$ cat config.mk
export PLATFORM = sky130hd
export DESIGN_NAME = cap_pos_gen
export DESIGN_NICKNAME = d
export VERILOG_FILES = /design/src/rtl/core/cap_pkg.sv /design/src/rtl/core/cap_pos_gen.sv
export SDC_FILE = /design/constraint.sdc
export NUM_CORES = 1
export LEC_CHECK = 0
export BUFFER_PORTS_ARGS = -buffer_cell sky130_fd_sc_hd__buf_4
export CAP_MARGIN = 20
export CORE_UTILIZATION = 57
export DETAILED_ROUTE_END_ITERATION = 10
export GPL_ROUTABILITY_DRIVEN = 0
export PLACE_DENSITY_LB_ADDON = 0.2
export SYNTH_ARGS = -nofsm -noshare
export SYNTH_HDL_FRONTEND = slang
export SYNTH_SLANG_ARGS = --single-unit
$ cat constraint.sdc
create_clock -name clk -period 6.3 [get_ports clk]
set_input_delay 1.26 -clock clk [delete_from_list [all_inputs] [get_ports clk]]
set_output_delay 1.26 -clock clk [all_outputs]
set_load 0.005 [all_outputs]
$ cat src/rtl/core/cap_pkg.sv
package cap_pkg;

  // Default depth of both delay stores.
  localparam int MAX_DELAY_DEF = 4096;

  // Widths fixed by the register map and the sample format.
  localparam int SMP_W  = 16;
  localparam int GAIN_W = 16;
  localparam int DLY_W  = 13;
  localparam int MODE_W = 2;
  localparam int IDX_W  = 3;
  localparam int PRD_W  = 18;  // rounded product, Q1.15 with two guard bits
  localparam int SUM_W  = 19;  // sum of two rounded products

  // Register indexes on the configuration port.
  localparam logic [IDX_W-1:0] REG_MODE     = 3'd0;
  localparam logic [IDX_W-1:0] REG_DELAY    = 3'd1;
  localparam logic [IDX_W-1:0] REG_DIRECT   = 3'd2;
  localparam logic [IDX_W-1:0] REG_DELAYED  = 3'd3;
  localparam logic [IDX_W-1:0] REG_FEEDBACK = 3'd4;
  localparam logic [IDX_W-1:0] REG_OUTPUT   = 3'd5;

  // Filter modes. The fourth code behaves as the cascade.
  localparam logic [MODE_W-1:0] MODE_FF      = 2'd0;
  localparam logic [MODE_W-1:0] MODE_FB      = 2'd1;
  localparam logic [MODE_W-1:0] MODE_CASCADE = 2'd2;

  // Status of the delay-store positions handed to the control logic.
  typedef struct packed {
    logic rd_live;   // the entry being read has been written since reset
    logic wr_fresh;  // the entry being written has never been written
  } cap_pos_t;

  // Q1.15 sample times Q2.14 gain, rounded half up to Q1.15, not saturated.
  function automatic logic signed [PRD_W-1:0] mulr(input logic signed [SMP_W-1:0] s,
                                                   input logic signed [GAIN_W-1:0] g);
    logic signed [31:0] p;
    begin
      p = 32'(s) * 32'(g);
      p = p + 32'sd8192;
      return p[31:14];
    end
  endfunction

  function automatic logic signed [SMP_W-1:0] sat16(input logic signed [SUM_W-1:0] v);
    begin
      if (v > 19'sd32767) begin
        return 16'sh7fff;
      end else if (v < -19'sd32768) begin
        return 16'sh8000;
      end else begin
        return v[SMP_W-1:0];
      end
    end
  endfunction

endpackage

$ cat src/rtl/core/cap_pos_gen.sv
module cap_pos_gen #(
  parameter int MAX_DELAY = cap_pkg::MAX_DELAY_DEF,
  parameter int AW        = $clog2(MAX_DELAY)
) (
  input  logic                         clk,
  input  logic                         rst_n,
  input  logic [cap_pkg::DLY_W-1:0]    delay_len,
  input  logic                         adv,
  output logic [AW-1:0]                rd_addr,
  output logic [AW-1:0]                wr_addr,
  output cap_pkg::cap_pos_t            pos
);

  // Wide enough for the delay register and for twice the depth.
  localparam int MW = (AW + 1 > cap_pkg::DLY_W) ? AW + 1 : cap_pkg::DLY_W;

  logic [AW-1:0] wp_r, wp_nxt;
  logic          wrapped_r, wrapped_nxt;
  logic [MW-1:0] m_raw, m_c, wp_e, diff;

  always_comb begin
    m_raw = MW'(delay_len);
    if (m_raw == '0) begin
      m_c = MW'(1);
    end else if (m_raw > MW'(MAX_DELAY)) begin
      m_c = MW'(MAX_DELAY);
    end else begin
      m_c = m_raw;
    end
    wp_e = MW'(wp_r);
    if (wp_e >= m_c) begin
      diff = wp_e - m_c;
    end else begin
      diff = wp_e + MW'(MAX_DELAY) - m_c;
    end
  end

  assign rd_addr = diff[AW-1:0];
  assign wr_addr = wp_r;

  // Until the position first wraps, only the entries below it have been written.
  assign pos.rd_live  = wrapped_r || (rd_addr < wp_r);
  assign pos.wr_fresh = !wrapped_r;

  always_comb begin
    wp_nxt      = wp_r;
    wrapped_nxt = wrapped_r;
    if (adv) begin
      if (wp_r == AW'(MAX_DELAY - 1)) begin
        wp_nxt      = '0;
        wrapped_nxt = 1'b1;
      end else begin
        wp_nxt = wp_r + AW'(1);
      end
    end
  end

  always_ff @(posedge clk) begin
    if (!rst_n) begin
      wp_r      <= '0;
      wrapped_r <= 1'b0;
    end else begin
      wp_r      <= wp_nxt;
      wrapped_r <= wrapped_nxt;
    end
  end

endmodule

Word-level counts from Yosys, hierarchy flattened
Cells that the tools add are included.
W data, S select, Z words.
{"block": "totals", "input_bits": 16, "reg_bits": 13, "word_cells": 18, "out_inout_bits": 26, "latchBits": 0, "mem_bits_ro": 0, "ram_bits": 0, "n_memories": 0}
{"block": "classes", "div_mod_pow": 0, "n_reduce_logical": 4, "bitwise_logic": 0, "order_cmp": 3, "n_mux": 4, "shifts": 0, "mul": 0, "n_addsub": 4, "eq_ne": 1}
{"operator": "$mux W13", "n": 2}
{"operator": "$add A12 B1 Y12 const B", "n": 2}
{"operator": "$mux W12", "n": 2}
{"operator": "$sub A12 B12 Y12", "n": 2}
{"operator": "$ge A12 B13 Y1", "n": 1}
{"operator": "$gt A13 B13 Y1 const B", "n": 1}
{"operator": "$logic_not A13 Y1", "n": 1}
{"operator": "$eq A12 B12 Y1 const B", "n": 1}
{"operator": "$lt A12 B12 Y1", "n": 1}
{"operator": "$reduce_and A2 Y1", "n": 1}
{"operator": "$logic_not A1 Y1", "n": 1}
{"operator": "$logic_or A1 B1 Y1", "n": 1}

Longest topological paths before layout
Gate-level depths: netlist (run 1).
{"block": "logic_depth", "ltp_word": 7, "ltp_mapped": 16, "depth_no_buf": 16}

Least setup slack after synthesis (run 1)
No wires, ideal clock.
{"block": "synth_timing", "path_type": "input-to-output", "start": "in delay_len[5] (netlist name)", "end": "out pos[1] (netlist name)", "path_buffers": 0, "required_ps": 5040, "arrival_ps": 4183, "slack_ps": 857, "path_stages": 14, "path_cell_list": "nor4_1 -> a31oi_1 -> nor2_1 -> ha_1 -> inv_1 -> fa_1 -> a21oi_1 -> o21a_1 -> o21a_1 -> nor2_1 -> o311ai_0 -> ha_1 -> a211o_1 -> o31ai_1"}
{"item": "from (decl)", "line": "cap_pos_gen.sv:7", "rtl": "input logic [cap_pkg::DLY_W-1:0] delay_len,"}
{"item": "to (decl)", "line": "cap_pos_gen.sv:11", "rtl": "output cap_pkg::cap_pos_t pos"}

==> results.yml, run 1 <==
global_routing:
  grt_pass1_vias: 1318
  antenna_found_initial: 0
  overflow: 0
  grt_usage_pct: 27.6
  grt_max_degree: 13
  grt_first_pass_wirelength_um: 5890
layout:
  nFillCells: 202
  nNetsFinal: 298
  instances_no_fill: 284
  drive_gt1_share_pct: 18.9
  num_antenna_cells: 0
  area_delta_synth_final_pct: 24.1
critical_path:
  crit_type: "primary input to primary output"
  required_ns: 5.04
  cp.arrival_ns: 4.65
  cp_max_fo: 5
  end_kind: "primary output"
  cp-start-kind: "primary input"
hold_path:
  min_path_type: "flop to flop"
detailed_routing:
  ant_nets: 0
  post_drt_via_cell_ratio: 5.73
  routed_wl_um: 3780
  drtPass1Iterations: 4
  drc: 0
  post_drt_wl_per_cell_um: 13.3
  vias: 1626
  drtIter0Drc: 36
sta:
  hold_violations: 0
  timing.slew.headroom_pct: 68.7
  finalWorstSetupSlack_ns: 0.394
  max_freq_mhz: 169
  tns_ns: 0
  slew_violations: 0
  rsz0062_at_grt: "no"
  min_period_ns: 5.91
  worst_clock_skew_ns: 0.00150
  final-setup-viol-count: 0
  worstMarginPinSlew_ns: 0.464
  fin_crit_sh_pct: 93.8
logic_synthesis:
  synth.net_count: 252
  yosys_most_used_dff: "dfxtp_1"
  syn_area_per_cell_um2: 7.44
  synth_edf_count: 0
  synth-seq-cells: 13
  ys_seq_area_share_pct: 16.7
  ys_types: 39
  ys_async_sr_fraction_pct: 0
  synth.cell_area_um2: 1560
  yosysWarningCount: 0
  netlist_top_cells_area: "ha_1 21%, dfxtp_1 17%, xnor2_1 6.8%, nor2_1 6.5%, nand2_1 5.1%"
  yosysTopAreaCell: "ha_1"
  synth_cells: 209
  netlist.area_leader.share_pct: 20.9
clocking:
  cts_buffers: 3
  clock_latency_ns: 0.27
  htreeDepth: 1
  cts_root_buf: "clkbuf_4"
  cts_tree: "done"
  cts_setup_buffers: 0
  cts-hold-fix-buffers: 0
  clock_sinks: 13
  cts_buffer_depth: 2
  clk_pin_slew_worst_paths_ns: 0.07
  ctsResizeCount: 0
pwr:
  ir_drop_mv: 0.192
  pwr-share-clk_pct: 21.1
  p_switching_mw: 0.0787
  p_leak_nw: 0.846
  netSwitchingFraction_pct: 32.9
  p_int_mw: 0.160
  power_density_nw_per_um2: 124
  p_seq_share_pct: 35.6
  p_comb_share_pct: 43.3
die:
  die_w_um: 54.2
  initial_core_util_pct: 61.7
  dieArea_um2: 2940
  rows: 18
  io_pins: 42
  die_h_um: 54.2
  core_area_um2: 2520
placed_design:
  pre_cts_slack_ns: 0.389
  dp_hpwl_um: 3200
  portBuffers: 41
  placed_cells: 280
run_status:
  status: "completed"
run:
  maxCapViolations: 0
-- cell families (layout without fill, tap and decap cells) --
family	after synthesis	after routing	synth area share (%)
AO/OA/AOI/OAI	44	44	18.9
XOR/XNOR	16	16	9.01
adder cells (fa/ha/maj)	27	27	22.2
buffers and inverters	21	66	5.07
flip-flops	13	13	16.7
AND/OR/NAND/NOR	88	88	28.1
-- registers in the layout (all words and copies together) (netlist names) --
| signal | flops |
|---|---|
| wrapped_r | 1 |
| wr_addr | 12 |
-- area by class of cell --
cell class	instances	area (µm²)	area share, %
tap	30	37.5	1.94
multi-input combinational	175	1220	63.0
timing repair buffer	42	315	16.3
inverter	20	75.1	3.89
clock buffer	4	26.3	1.36
sequential	13	260	13.5
-- synth_stat cells (2+ instances only) --
master / number
dfxtp_1: 13
and2_1: 4
o21ai_0: 9
nand4_1: 6
ha_1: 26
nand3_1: 5
nand4b_1: 2
xnor2_1: 12
o311ai_0: 3
a211oi_1: 4
nor2_1: 27
o31ai_1: 2
nor3_1: 6
xor2_1: 4
nand2b_1: 4
a21boi_0: 2
inv_1: 20
nand3b_1: 2
a21o_1: 3
nor4_1: 4
o21a_1: 5
or3_1: 2
a21oi_1: 8
nand2_1: 21
-- worst max-delay path, stage by stage --
cell,delay (ns)
buf_4,0.12
nor4_1,0.27
a31oi_1,0.12
nor2_1,0.17
ha_1,0.19
inv_1,0.05
fa_1,0.42
a21oi_1,0.21
o21a_1,0.18
o21a_1,0.15
nor2_1,0.06
o311ai_0,0.46
ha_1,0.33
a211o_1,0.25
o31ai_1,0.24
buf_4,0.15
-- final timing paths --
path                     start         end  slack [ns]  cells after the start
setup / recovery  delay_len[5]      pos[1]        0.39                     16
hold / removal       wrapped_r   wrapped_r        0.52                      1
setup reg to reg    wr_addr[1]  wr_addr[7]        4.45                      5
hold reg to reg      wrapped_r   wrapped_r        0.52                      1
-- placed cells by master (no fill, tap or decap), types with 2 or more instances in the layout --
cell type   n
buf_4      42
nor2_1     27
ha_1       26
nand2_1    21
inv_1      20
dfxtp_1    13
xnor2_1    12
o21ai_0     9
a21oi_1     8
nor3_1      6
nand4_1     6
nand3_1     5
o21a_1      5
nor4_1      4
xor2_1      4
a211oi_1    4
nand2b_1    4
and2_1      4
o311ai_0    3
a21o_1      3
clkbuf_4    3
nand3b_1    2
o31ai_1     2
nand4b_1    2
or3_1       2
a21boi_0    2
-- metal layers --
metal	wire length [µm]	share of wire, %	global-route usage (%)	vias up
met3	199	5.3	5.83	0
met4	0	0	1.28	0
met5	0	0	0	-
li1	-	-	-	838
met1	1740	46	37.3	745
met2	1850	49	47.0	43
-- stage by stage --
| step | hold slack, ns | cell area [µm²] | power (mW) | util, % |
|---|---|---|---|---|
| after floorplan | 0.463 | 1560 | 0.146 | - |
| after global placement | 0.500 | 1900 | 0.188 | 75.5 |
| after detailed placement | 0.502 | 1900 | 0.189 | 75.5 |
| after CTS | 0.522 | 1930 | 0.239 | 76.5 |
| after global routing | 0.560 | 1930 | 0.257 | 76.5 |
| final | 0.519 | 1930 | 0.239 | 76.5 |
-- power by group through the flow --
| stage | clock network, mW | registers, mW | logic [mW] |
|---|---|---|---|
| finish | 0.0504 | 0.0852 | 0.104 |
| global placement | 0 | 0.0870 | 0.101 |
| global route | 0.0569 | 0.0854 | 0.115 |
| floorplan | 0 | 0.0865 | 0.0598 |
| CTS | 0.0511 | 0.0851 | 0.103 |
| detailed placement | 0 | 0.0871 | 0.102 |
Note: power is estimated with default switching activity, not from simulation.
==> run 2: changes to the inputs <==
PLACE_DENSITY = 0.94   (was default)
PLACE_DENSITY_LB_ADDON = default   (was 0.2)
SLEW_MARGIN = 25   (was default)
==> results.yml, run 2 (synthesis results as in run 1) <==
sta:
  worst_clock_skew_ns: 0.00724
  timing.slew.headroom_pct: 64.8
  tns_ns: 0
  rsz0062_at_grt: "no"
  max_freq_mhz: 167
  hold_violations: 0
  fin_crit_sh_pct: 94.9
  min_period_ns: 5.98
  worstMarginPinSlew_ns: 0.521
  slew_violations: 0
  final-setup-viol-count: 0
detailed_routing:
  post_drt_wl_per_cell_um: 14.0
  drc: 0
  drtIter0Drc: 48
  post_drt_via_cell_ratio: 5.90
  drtPass1Iterations: 4
  routed_wl_um: 3960
  ant_nets: 0
  vias: 1671
placed_design:
  dp_hpwl_um: 3240
  placed_area_um2: 1900
  placed_cells: 279
  portBuffers: 41
critical_path:
  rrSetupSlack_ns: 4.44
  r2r-end: "wr_addr[2]"
  cp_max_fo: 5
  required_ns: 5.04
  cp.arrival_ns: 4.72
  crit_type: "primary input to primary output"
  cp_slowest_cell: "o311ai_0"
  crit_path_start: "delay_len[5]"
  max_stage_delay_ns: 0.50
  reg2regPathDepth: 5
  end_kind: "primary output"
  worstPathCellList: "buf_4, nor4_1, a31oi_1, nor2_1, ha_1, inv_1, fa_1, a21oi_1, o21a_1, o21a_1, nor2_1, o311ai_0, ha_1, a211o_1, o31ai_1, buf_4"
  cp-start-kind: "primary input"
  crit_end: "pos[1]"
  timing.rr.start: "wr_addr[1]"
global_routing:
  grt_pass1_vias: 1387
  grt_usage_pct: 29.0
  grt_max_degree: 13
  overflow: 0
  grt_first_pass_wirelength_um: 6140
  antenna_found_initial: 0
die:
  rows: 18
  die_h_um: 54.2
  initial_core_util_pct: 61.7
  die_w_um: 54.2
  core_area_um2: 2520
  io_pins: 42
  dieArea_um2: 2940
layout:
  final_common_cell: "buf_4"
  final_cell_mix: "41 x buf_4, 27 x nor2_1, 26 x ha_1"
  nNetsFinal: 297
  num_antenna_cells: 0
  drive_gt1_share_pct: 18.6
  largest_reg_flops: 12
  area_delta_synth_final_pct: 23.7
  design_area_um2: 1920
  fin_util_pct: 76.2
  instances_no_fill: 283
pwr:
  power.total_mw: 0.242
  power_density_nw_per_um2: 126
  ir_drop_mv: 0.161
  p_leak_nw: 0.842
clocking:
  cts_root_buf: "clkbuf_4"
  clk_pin_slew_worst_paths_ns: 0.07
  cts_buffer_depth: 2
  cts_setup_buffers: 0
  clock_sinks: 13
  ctsResizeCount: 0
  cts_buffers: 3
  clock_latency_ns: 0.28
  htreeDepth: 1
  cts_tree: "done"
  cts-hold-fix-buffers: 0
run:
  maxCapViolations: 0
run_status:
  status: "completed"
hold_path:
  min_path_type: "flop to flop"
-- run 2: stage by stage --
| step | hold WS (ns) | setup WS (ns) |
|---|---|---|
| final | 0.522 | 0.319 |
| after global routing | 0.560 | 0.119 |
| after CTS | 0.532 | 0.359 |
| after detailed placement | 0.514 | 0.378 |
| after global placement | 0.478 | 0.541 |
| after floorplan | 0.463 | 0.857 |
-- run 2: worst max-delay path: cells and delay by family --
kind	cells	cell delay, ns
AO/OA/AOI/OAI	7	1.71
adder cells (fa/ha/maj)	3	0.96
buffers and inverters	3	0.31
AND/OR/NAND/NOR	3	0.49
-- run 2: worst min path at each step --
| stage | startpoint | endpoint | depth (start not counted) |
|---|---|---|---|
| final | wrapped_r | wrapped_r | 1 |
| after global routing | wrapped_r | wrapped_r | 1 |
| after CTS | wrapped_r | wrapped_r | 1 |
| after detailed placement | wrapped_r | wrapped_r | 1 |
| after global placement | wrapped_r | wrapped_r | 1 |
| after floorplan | wrapped_r | wrapped_r | 1 |
-- run 2: where the power goes --
group	total (mW)	internal (mW)	switching, mW
Clock	0.0526	0.0246	0.0280
Combinational	0.105	0.0523	0.0523
Sequential	0.0850	0.0831	0.00196
Total	0.242	0.160	0.0823
-- run 2: cell type report --
class	instances	area, µm²
clock buffer	4	26.3
timing repair buffer	41	308
multi-input combinational	175	1220
fill	200	599
inverter	20	75.1
sequential	13	260
tap	30	37.5
-- run 2: per-layer routing --
| metal | GRT usage, % | wire (µm) | vias to the layer above | part of all wire [%] |
|---|---|---|---|---|
| met2 | 49.2 | 1900 | 61 | 48 |
| li1 | - | - | 836 | - |
| met3 | 5.56 | 269 | 2 | 6.8 |
| met5 | 0 | 0 | - | 0 |
| met1 | 37.9 | 1800 | 772 | 45 |
| met4 | 5.56 | 4 | 0 | 0.10 |
